**config.mk**
```make
export PLATFORM = sky130hd
export DESIGN_NAME = differential_drive_ramp
export DESIGN_NICKNAME = d
export VERILOG_FILES = /design/src/rtl/ddramp_pkg.sv /design/src/rtl/ddramp_ctrl.sv /design/src/rtl/ddramp_dp.sv /design/src/rtl/differential_drive_ramp.sv
export SDC_FILE = /design/constraint.sdc
export NUM_CORES = 2
export LEC_CHECK = 0
export BUFFER_PORTS_ARGS = -buffer_cell sky130_fd_sc_hd__buf_4
export CORE_MARGIN = 2
export CORE_UTILIZATION = 45
export DETAILED_ROUTE_END_ITERATION = 6
export SETUP_SLACK_MARGIN = 0.2
export SLEW_MARGIN = 10
export SYNTH_ARGS = -nofsm -noshare
export SYNTH_HDL_FRONTEND = slang
export SYNTH_SLANG_ARGS = --single-unit
```
**constraint.sdc**
```tcl
create_clock -name clk -period 10.4 [get_ports clk]
set_input_delay 1.56 -clock clk [delete_from_list [all_inputs] [get_ports clk]]
set_output_delay 1.56 -clock clk [all_outputs]
set_load 0.005 [all_outputs]
```
**src/rtl/ddramp_pkg.sv**
```systemverilog
// ddramp_pkg: shared constants, request and register codes and the
// controller to datapath command/status types of the differential drive ramp
// no dependencies
`timescale 1ns / 1ps

package ddramp_pkg;

	localparam int SPEED_WIDTH     = 12;
	localparam int FRAC_BITS       = 15;
	localparam int RAMP_STEP_RESET = 200;

	// request kinds carried in tuser
	localparam logic [1:0] REQ_DRIVE = 2'd0;
	localparam logic [1:0] REQ_TICK  = 2'd1;
	localparam logic [1:0] REQ_STOP  = 2'd2;

	// configuration register indexes
	localparam logic [1:0] REG_RAMP_STEP = 2'd0;
	localparam logic [1:0] REG_MIN_LEFT  = 2'd1;
	localparam logic [1:0] REG_MIN_RIGHT = 2'd2;

	// motor sense codes
	localparam logic [1:0] SENSE_STOP = 2'd0;
	localparam logic [1:0] SENSE_CW   = 2'd1;
	localparam logic [1:0] SENSE_CCW  = 2'd2;

	typedef struct packed {
		logic       accept;    // request taken this cycle
		logic [1:0] kind;      // request kind, valid with accept
		logic       mul1;      // |n| * m
		logic       mul2;      // * max_speed, divider load
		logic       div_step;  // one quotient bit
		logic       store;     // write target of current lane
		logic       lane;      // 0 left, 1 right
		logic       emit;      // load output register
	} ddramp_cmd_t;

	typedef struct packed {
		logic out_free;        // output register can take a result
	} ddramp_stat_t;

endpackage

```
**src/rtl/ddramp_ctrl.sv**
```systemverilog
// ddramp_ctrl: sequencer of the differential drive ramp
// depends on ddramp_pkg (command and status types, request codes)
`timescale 1ns / 1ps

module ddramp_ctrl #(
	parameter int SW = ddramp_pkg::SPEED_WIDTH
) (
	input  logic                      clk,
	input  logic                      arst_n,
	input  logic                      s_tvalid,
	output logic                      s_tready,
	input  logic [1:0]                req_type,
	input  ddramp_pkg::ddramp_stat_t  stat,
	output ddramp_pkg::ddramp_cmd_t   cmd
);

	localparam int CNTW = $clog2(SW);

	localparam logic [2:0] ST_IDLE  = 3'd0;
	localparam logic [2:0] ST_MUL1  = 3'd1;
	localparam logic [2:0] ST_MUL2  = 3'd2;
	localparam logic [2:0] ST_DIV   = 3'd3;
	localparam logic [2:0] ST_STORE = 3'd4;
	localparam logic [2:0] ST_EMIT  = 3'd5;

	logic [2:0]      state_q, state_d;
	logic            lane_q, lane_d;
	logic [CNTW-1:0] cnt_q, cnt_d;

	always_comb begin
		state_d  = state_q;
		lane_d   = lane_q;
		cnt_d    = cnt_q;
		cmd      = '0;
		cmd.lane = lane_q;
		cmd.kind = req_type;
		s_tready = 1'b0;
		case (state_q)
			ST_IDLE: begin
				s_tready = 1'b1;
				if (s_tvalid) begin
					cmd.accept = 1'b1;
					if (req_type == ddramp_pkg::REQ_DRIVE) begin
						lane_d  = 1'b0;
						state_d = ST_MUL1;
					end else begin
						state_d = ST_EMIT;
					end
				end
			end
			ST_MUL1: begin
				cmd.mul1 = 1'b1;
				state_d  = ST_MUL2;
			end
			ST_MUL2: begin
				cmd.mul2 = 1'b1;
				cnt_d    = '0;
				state_d  = ST_DIV;
			end
			ST_DIV: begin
				cmd.div_step = 1'b1;
				cnt_d        = cnt_q + 1'b1;
				if (cnt_q == CNTW'(SW - 1)) state_d = ST_STORE;
			end
			ST_STORE: begin
				cmd.store = 1'b1;
				if (lane_q) begin
					state_d = ST_EMIT;
				end else begin
					lane_d  = 1'b1;
					state_d = ST_MUL1;
				end
			end
			ST_EMIT: begin
				if (stat.out_free) begin
					cmd.emit = 1'b1;
					state_d  = ST_IDLE;
				end
			end
			default: begin
				state_d = ST_IDLE;
			end
		endcase
	end

	always_ff @(posedge clk or negedge arst_n) begin
		if (!arst_n) begin
			state_q <= ST_IDLE;
			lane_q  <= 1'b0;
			cnt_q   <= '0;
		end else begin
			state_q <= state_d;
			lane_q  <= lane_d;
			cnt_q   <= cnt_d;
		end
	end

endmodule

```
**src/rtl/ddramp_dp.sv**
```systemverilog
// ddramp_dp: datapath of the differential drive ramp: config registers,
// mixer with shared multiplier chain and restoring divider, ramp and output
// depends on ddramp_pkg (command and status types, codes, reset values)
`timescale 1ns / 1ps

module ddramp_dp #(
	parameter int SW = ddramp_pkg::SPEED_WIDTH,
	parameter int F  = ddramp_pkg::FRAC_BITS
) (
	input  logic                      clk,
	input  logic                      arst_n,
	input  ddramp_pkg::ddramp_cmd_t   cmd,
	output ddramp_pkg::ddramp_stat_t  stat,
	input  logic                      cfg_we,
	input  logic [1:0]                cfg_index,
	input  logic [SW-1:0]             cfg_data,
	input  logic signed [15:0]        throttle,
	input  logic signed [15:0]        direction,
	input  logic [SW-1:0]             max_speed,
	input  logic                      m_tready,
	output logic                      m_tvalid,
	output logic [1:0]                left_sense,
	output logic [SW-1:0]             left_duty,
	output logic [1:0]                right_sense,
	output logic [SW-1:0]             right_duty,
	output logic                      drive_updated
);

	localparam int CW  = F + 2;         // clamped demand, signed
	localparam int MW  = F + 1;         // demand magnitude
	localparam int NW  = F + 3;         // mix combination, signed
	localparam int NMW = F + 2;         // its magnitude
	localparam int DW  = F + 2;         // denominator factor
	localparam int TW  = MW + 4;        // deadband compare
	localparam int P1W = NMW + MW;
	localparam int P2W = P1W + SW;

	localparam logic signed [16:0]   ONE_X = 17'(1 << F);
	localparam logic signed [CW-1:0] ONE_C = CW'(1 << F);

	function automatic logic signed [CW-1:0] clamp_one(input logic signed [15:0] x);
		logic signed [16:0] xe;
		xe = {x[15], x};
		if (xe > ONE_X) clamp_one = ONE_C;
		else if (xe < -ONE_X) clamp_one = -ONE_C;
		else clamp_one = xe[CW-1:0];
	endfunction

	function automatic logic signed [SW:0] ramp_to(input logic signed [SW:0] cur,
		input logic signed [SW:0] tgt, input logic [SW-1:0] step);
		logic signed [SW+1:0] c, t, up, dn;
		c  = {cur[SW], cur};
		t  = {tgt[SW], tgt};
		up = c + $signed({2'b00, step});
		dn = c - $signed({2'b00, step});
		if (t > up) ramp_to = up[SW:0];
		else if (t < dn) ramp_to = dn[SW:0];
		else ramp_to = tgt;
	endfunction

	// configuration
	logic [SW-1:0] ramp_step_q, min_left_q, min_right_q;

	// motor state
	logic signed [SW:0] cur_l_q, cur_r_q, tgt_l_q, tgt_r_q;
	logic               upd_q;

	// command operands and arithmetic
	logic signed [CW-1:0] t_q, d_q;
	logic [SW-1:0]        maxs_q;
	logic [P1W-1:0]       p1_q;
	logic                 neg_q;
	logic [P2W-1:0]       rem_q, dv_q;
	logic [SW-1:0]        quo_q;

	logic [MW-1:0]        mag_t, mag_d, m;
	logic [TW-1:0]        t_ext, t10;
	logic                 deadband;
	logic [DW-1:0]        den;
	logic signed [NW-1:0] te, de, nl, nr, n_sel;
	logic [NMW-1:0]       n_mag;
	logic                 ge;
	logic [SW-1:0]        lo, adj;
	logic signed [SW:0]   tgt_v, nxt_l, nxt_r;

	always_comb begin
		mag_t    = t_q[CW-1] ? MW'(-t_q) : MW'(t_q);
		mag_d    = d_q[CW-1] ? MW'(-d_q) : MW'(d_q);
		m        = (mag_t > mag_d) ? mag_t : mag_d;
		t_ext    = TW'(mag_t);
		t10      = (t_ext << 3) + (t_ext << 1);
		deadband = t10 < TW'(1 << F);
		te       = {t_q[CW-1], t_q};
		de       = {d_q[CW-1], d_q};
		// on the spot turn divides by one squared, otherwise by one * (|t|+|d|)
		if (deadband) begin
			den = DW'(1 << F);
			nl  = de;
			nr  = -de;
		end else begin
			den = DW'(mag_t) + DW'(mag_d);
			if (t_q > 0 && d_q >= 0) begin
				nl = te + de;
				nr = te;
			end else if (t_q < 0 && d_q < 0) begin
				nl = te;
				nr = te + de;
			end else if (t_q < 0 && d_q > 0) begin
				nl = te - de;
				nr = te;
			end else begin
				nl = te;
				nr = te - de;
			end
		end
		n_sel = cmd.lane ? nr : nl;
		n_mag = n_sel[NW-1] ? NMW'(-n_sel) : NMW'(n_sel);
		ge    = rem_q >= dv_q;
		lo    = cmd.lane ? min_right_q : min_left_q;
		adj   = (quo_q != '0 && quo_q < lo) ? lo : quo_q;
		tgt_v = neg_q ? -$signed({1'b0, adj}) : $signed({1'b0, adj});
		nxt_l = ramp_to(cur_l_q, tgt_l_q, ramp_step_q);
		nxt_r = ramp_to(cur_r_q, tgt_r_q, ramp_step_q);
	end

	always_ff @(posedge clk or negedge arst_n) begin
		if (!arst_n) begin
			ramp_step_q <= SW'(ddramp_pkg::RAMP_STEP_RESET);
			min_left_q  <= '0;
			min_right_q <= '0;
		end else if (cfg_we) begin
			case (cfg_index)
				ddramp_pkg::REG_RAMP_STEP: ramp_step_q <= cfg_data;
				ddramp_pkg::REG_MIN_LEFT:  min_left_q  <= cfg_data;
				ddramp_pkg::REG_MIN_RIGHT: min_right_q <= cfg_data;
				default: begin
				end
			endcase
		end
	end

	always_ff @(posedge clk or negedge arst_n) begin
		if (!arst_n) begin
			cur_l_q <= '0;
			cur_r_q <= '0;
			tgt_l_q <= '0;
			tgt_r_q <= '0;
			upd_q   <= 1'b0;
		end else begin
			if (cmd.accept) begin
				case (cmd.kind)
					ddramp_pkg::REQ_DRIVE: upd_q <= 1'b0;
					ddramp_pkg::REQ_TICK: begin
						cur_l_q <= nxt_l;
						cur_r_q <= nxt_r;
						upd_q   <= (nxt_l != cur_l_q) || (nxt_r != cur_r_q);
					end
					ddramp_pkg::REQ_STOP: begin
						cur_l_q <= '0;
						cur_r_q <= '0;
						tgt_l_q <= '0;
						tgt_r_q <= '0;
						upd_q   <= 1'b1;
					end
					default: upd_q <= 1'b0;
				endcase
			end
			if (cmd.store) begin
				if (cmd.lane) tgt_r_q <= tgt_v;
				else tgt_l_q <= tgt_v;
			end
		end
	end

	// operand capture, multiplier chain and divider
	always_ff @(posedge clk) begin
		if (cmd.accept && cmd.kind == ddramp_pkg::REQ_DRIVE) begin
			t_q    <= clamp_one(throttle);
			d_q    <= clamp_one(direction);
			maxs_q <= max_speed;
		end
		if (cmd.mul1) begin
			p1_q  <= n_mag * m;
			neg_q <= n_sel[NW-1];
		end
		if (cmd.mul2) begin
			rem_q <= p1_q * maxs_q;
			dv_q  <= P2W'({den, {F{1'b0}}}) << (SW - 1);
			quo_q <= '0;
		end else if (cmd.div_step) begin
			if (ge) rem_q <= rem_q - dv_q;
			dv_q  <= dv_q >> 1;
			quo_q <= {quo_q[SW-2:0], ge};
		end
	end

	// output register
	always_ff @(posedge clk or negedge arst_n) begin
		if (!arst_n) begin
			m_tvalid <= 1'b0;
		end else if (cmd.emit) begin
			m_tvalid <= 1'b1;
		end else if (m_tready) begin
			m_tvalid <= 1'b0;
		end
	end

	always_ff @(posedge clk) begin
		if (cmd.emit) begin
			left_sense    <= (cur_l_q > 0) ? ddramp_pkg::SENSE_CW :
				(cur_l_q < 0) ? ddramp_pkg::SENSE_CCW : ddramp_pkg::SENSE_STOP;
			left_duty     <= cur_l_q[SW] ? SW'(-cur_l_q) : SW'(cur_l_q);
			right_sense   <= (cur_r_q > 0) ? ddramp_pkg::SENSE_CW :
				(cur_r_q < 0) ? ddramp_pkg::SENSE_CCW : ddramp_pkg::SENSE_STOP;
			right_duty    <= cur_r_q[SW] ? SW'(-cur_r_q) : SW'(cur_r_q);
			drive_updated <= upd_q;
		end
	end

	assign stat.out_free = !m_tvalid || m_tready;

endmodule

```
**src/rtl/differential_drive_ramp.sv**
```systemverilog
// differential_drive_ramp: top level of the two-track drive mixer and ramp
// depends on ddramp_pkg, ddramp_ctrl and ddramp_dp
`timescale 1ns / 1ps

// Usage
// - s_* channel takes one request: tuser is the kind (drive command, tick,
//   stop), tdata holds throttle, direction (Q1.15) and max_speed
// - every request gives exactly one result on m_*: sense and duty of both
//   motors as they stand after the request, tuser flags a rewrite
// - a drive command only sets new targets; it runs the mixer through one
//   shared multiplier chain and a restoring divider, one quotient bit per
//   cycle, left then right lane, then hands the result to the output register
// - tick, stop and unused kinds finish in the accepting cycle; the result
//   passes the emit state into the output register once that register is free
// - one request at a time: the next is taken as soon as the result sits in
//   the output register
// - if the receiver stalls, the result holds in the output register and the
//   block can take and finish the next request, which then waits to emit
// - cfg_* writes a register at any cycle (ready always high); write only
//   while no request is in flight
// - reset: speeds and targets zero, ramp_step 200, minimum speeds zero,
//   no result pending, s_tready high in the first cycle after reset

module differential_drive_ramp #(
	parameter int SPEED_WIDTH = ddramp_pkg::SPEED_WIDTH,
	parameter int FRAC_BITS   = ddramp_pkg::FRAC_BITS,
	localparam int IN_W  = ((32 + SPEED_WIDTH + 7) / 8) * 8,
	localparam int OUT_W = ((4 + 2 * SPEED_WIDTH + 7) / 8) * 8
) (
	input  logic                   clk,
	input  logic                   arst_n,
	// request channel
	input  logic                   s_tvalid,
	output logic                   s_tready,
	input  logic [IN_W-1:0]        s_tdata,   // throttle, direction, max_speed, zero pad
	input  logic [1:0]             s_tuser,   // req_type
	// result channel
	output logic                   m_tvalid,
	input  logic                   m_tready,
	output logic [OUT_W-1:0]       m_tdata,   // left_sense, left_duty, right_sense,
	                                          // right_duty, zero pad
	output logic                   m_tuser,   // drive_updated
	// configuration write channel
	input  logic                   cfg_valid,
	output logic                   cfg_ready,
	input  logic [1:0]             cfg_index,
	input  logic [SPEED_WIDTH-1:0] cfg_data
);

	ddramp_pkg::ddramp_cmd_t  cmd;
	ddramp_pkg::ddramp_stat_t stat;

	logic [1:0]             left_sense, right_sense;
	logic [SPEED_WIDTH-1:0] left_duty, right_duty;

	// register file always takes a write
	assign cfg_ready = 1'b1;

	ddramp_ctrl #(
		.SW(SPEED_WIDTH)
	) u_ctrl (
		.clk      (clk),
		.arst_n   (arst_n),
		.s_tvalid (s_tvalid),
		.s_tready (s_tready),
		.req_type (s_tuser),
		.stat     (stat),
		.cmd      (cmd)
	);

	ddramp_dp #(
		.SW(SPEED_WIDTH),
		.F (FRAC_BITS)
	) u_dp (
		.clk           (clk),
		.arst_n        (arst_n),
		.cmd           (cmd),
		.stat          (stat),
		.cfg_we        (cfg_valid),
		.cfg_index     (cfg_index),
		.cfg_data      (cfg_data),
		.throttle      ($signed(s_tdata[15:0])),
		.direction     ($signed(s_tdata[31:16])),
		.max_speed     (s_tdata[32 +: SPEED_WIDTH]),
		.m_tready      (m_tready),
		.m_tvalid      (m_tvalid),
		.left_sense    (left_sense),
		.left_duty     (left_duty),
		.right_sense   (right_sense),
		.right_duty    (right_duty),
		.drive_updated (m_tuser)
	);

	// pack result fields from the lowest bit up, zero padded
	assign m_tdata = OUT_W'({right_duty, right_sense, left_duty, left_sense});

endmodule

```
==> results by group <==
Placement
  – DPL Wire Length: around 110,000 um
  – Port Buffers: 95
  – GP Congestion: around 0.94

Clock tree
  – CTS Buffer Depth: 3
  – CTS sink cnt: between 300 and 400
  – Clk_lat worst skew: roughly 620 ps
  – Reg clk slew, reported paths: 70 ps
  – CTS Root Cell: clkbuf_16
  – H-Tree Depth: 2
  – Cts bufs inserted: 41
  – CTS tree: done

STA
  – Worst slew margin: between 20% and 30%
  – Max Transition Viols Final: 0
  – Period utilization: 103%
  – Setup violators final: 10
  – Minimum clock period: about 11,000 ps
  – Clock Skew: roughly 32 ps
  – RSZ-0062 raised after global routing: true
  – Final WS setup: -336 ps
  – Total Neg Setup Slack: -1950 ps
  – Max Clk Rate: just over 90 MHz
  – Final hold violation count: 0
  – Worst Tran Pin Value: about 1100 ps
  – Worst hold slack: 450 ps

Critical path
  – Critical path launch point: u_dp.d_q[0]
  – Reg2reg path depth: 43
  – Crit-path slowest cell: fa_1
  – Critical path depth: 43
  – R2R Setup Slk: -340 ps
  – CP Capture Point: u_dp.p1_q[25]
  – Reg2Reg Capture Point: u_dp.p1_q[25]
  – Crit Reg-Reg Startpoint: u_dp.d_q[0]
  – CP Data Arrival Time: approximately 11,000 ps
  – Worst Path Required: around 11,000 ps
  – Delay-heaviest family, CP: adder cells
  – Worst-path fanout max: 4
  – CP Launch Type: register
  – Crit. End Element: register
  – CP peak stage delay: around 540 ps
  – CP Class: reg2reg
  – Cell mode on critical path: fa_1
  – Worst Path Buf+Inv: 9

Routing
  – DR WL/cell: about 20 um
  – Via count: between 30,000 and 40,000
  – Final ANT Viol Nets: 0
  – DR vias/cell: around 5.6
  – DRC errors left: 3
  – Post-Route WL: about 140,000 um
  – Starting DRT DRC Count: between 2,000 and 3,000
  – DRT Pass-1 Iters: 7

Die
  – Die Wd: 322 um
  – Die Height: 322 um
  – I/O Pins: 105
  – Initial Utilization: between 40% and 50%
  – Die area: ~0.10 mm^2
  – Core Box Area: approximately 0.10 mm^2
  – Rows: 116

Cells and area
  – Filler cell count: 9,289
  – Ant. Diodes: 0
  – Area Growth Syn to Fin: 16.0%
  – Final nets: approximately 6,500
  – Layout cells sized above 1: 15.3%

Synthesis
  – Synth cell types: 106
  – Synth Flop Type: edfxtp_1
  – Mapped cell area: 0.0454 mm^2
  – Post-synthesis cell count: between 5,000 and 6,000
  – Avg Cell Area, Syn: ~9 um^2
  – Warnings from Yosys: 0
  – Post-synth ARST share: 32.1%
  – Post-synth EDFFs: ~170
  – Yosys reg bits: a little over 300
  – Sequential element share of the synthesized area: approximately 18%

GRT
  – Largest net degree at the start of global routing: between 80 and 90
  – Vias in the first global route: roughly 39,000
  – First-pass GRT wire length: between 200,000 and 250,000 um
  – Total Routing Usage GR: ~27%
  – Initial antenna violation count: 2
  – Total gr overflow: 0

Run status
  – Failing checks: DRC, setup timing
  – Status: complete, but fails checks

Hold path
  – Hold crit path type: reg2reg

Flow run
  – MaxCap Viol Count: 0
[Yosys cell counts, drive strengths merged, types with 14 or more instances]
cell | count | share of area [%]
inv | 724 | 6.0
nand2 | 673 | 5.6
fa | 526 | 23
ha | 431 | 12
nor2 | 267 | 2.2
a21oi | 262 | 2.9
o21ai | 240 | 2.6
clkbuf | 204 | 1.7
xnor2 | 195 | 3.8
edfxtp | 169 | 11
and2 | 143 | 2.0
nand3 | 102 | 1.1
dfrtp | 95 | 5.2
a21o | 80 | 1.3
nor2b | 78 | 1.1
xor2 | 77 | 1.5
nand2b | 67 | 0.92
nor3 | 67 | 0.74
o31ai | 43 | 0.76
mux2i | 42 | 0.93
or3 | 40 | 0.56
mux2 | 39 | 0.98
buf | 38 | 0.47
dfxtp | 38 | 1.7
o21bai | 33 | 0.55
o211ai | 30 | 0.51
o22ai | 30 | 0.41
a211oi | 27 | 0.45
o21a | 27 | 0.45
nand4 | 26 | 0.39
or2 | 21 | 0.29
a22o | 20 | 0.39
or4 | 20 | 0.35
a31oi | 19 | 0.26
a21boi | 18 | 0.30
and3 | 18 | 0.25
nor4 | 18 | 0.28
a221oi | 14 | 0.27
[registers in the layout (all words and copies together) (netlist names), 13 cells and up]
| signal | flops |
|---|---|
| u_dp.tgt_r_q | 13 |
| u_dp.dv_q | 43 |
| u_dp.tgt_l_q | 13 |
| u_dp.cur_r_q | 13 |
| u_dp.d_q | 16 |
| u_dp.t_q | 16 |
| u_dp.p1_q | 33 |
| u_dp.cur_l_q | 13 |
| u_dp.rem_q | 45 |
[cells by family after synthesis]
group | after synthesis | synth area share [%]
mux | 84 | 2.05
fa+ha+maj | 957 | 35.1
simple gates | 1570 | 16.3
xor+xnor | 273 | 5.33
other cells | 2 | 0.0166
flops | 305 | 18.3
buf+inv | 967 | 8.16
compound gates | 1007 | 14.7
[layout make-up]
cell class              count  area, um^2  area share [%]
inverters                 725        2720            5.18
clock buffers              53        1150            2.19
repair buffers            538        4280            8.13
flip-flops and latches    305        8290            15.8
multi-input cells        3896       34300            65.1
clock inverters            21         299           0.568
well taps                1298        1620            3.09
[layer usage]
layer	GRT usage, %	wire [um]
met5	0	0
met4	6.98	3630
met3	3.99	8720
met2	43.0	61600
met1	39.3	64300
[per-stage QoR]
| step | cell area (um^2) | setup WS, ps | std cells | util (%) |
|---|---|---|---|---|
| 2_1_floorplan | 45500 | 205 | 5168 | - |
| 6_report | 52600 | -336 | 6836 | 52.6 |
| 5_1_grt | 52600 | -601 | 6836 | 52.6 |
| 3_5_place_dp | 49900 | -647 | 6703 | 49.9 |
| 3_3_place_gp | 49900 | -587 | 6703 | 49.9 |
| 4_1_cts | 52300 | -225 | 6828 | 52.3 |
[worst min-delay path by stage]
stage,startpoint,end,cells past startpoint
final,u_dp.upd_q,u_dp.drive_updated,0
after global routing,u_dp.upd_q,u_dp.drive_updated,0
after CTS,u_dp.upd_q,u_dp.drive_updated,0
after detailed placement,u_dp.upd_q,u_dp.drive_updated,0
after global placement,u_dp.upd_q,u_dp.drive_updated,0
after floorplan,u_dp.upd_q,u_dp.drive_updated,0
[timing repair]
item                       4_1_cts  5_1_grt
cloned                           0        0
hold buffers                     0        0
setup endpoints to repair       13       13
setup buffers                   51        8
resized for setup              125       54
pin swaps                       52       41
[worst reg2reg max path, delay by kind of cell, from the launching register on]
family / cells / cell delay, ps
XOR/XNOR: 2 / 270
AO/OA/AOI/OAI: 12 / 2500
multiplexers: 1 / 280
AND/OR/NAND/NOR: 10 / 2450
adder cells (fa/ha/maj): 9 / 3490
buffers and inverters: 9 / 950
flip-flops: 1 / 520
[placed cells by master, fill, tap and decap left out, types with 41 or more instances in the layout]
cell type,count
a21o_1,80
a21oi_1,253
and2_1,140
buf_4,498
clkbuf_16,44
dfrtp_1,93
edfxtp_1,169
fa_1,524
ha_1,420
inv_1,709
mux2i_1,41
nand2_1,667
nand2b_1,66
nand3_1,101
nor2_1,255
nor2b_1,72
nor3_1,62
o21ai_0,210
xnor2_1,186
xor2_1,70
Power is not shown: default switching activity piles up to over one toggle a cycle in this logic, so the estimate is an artifact.
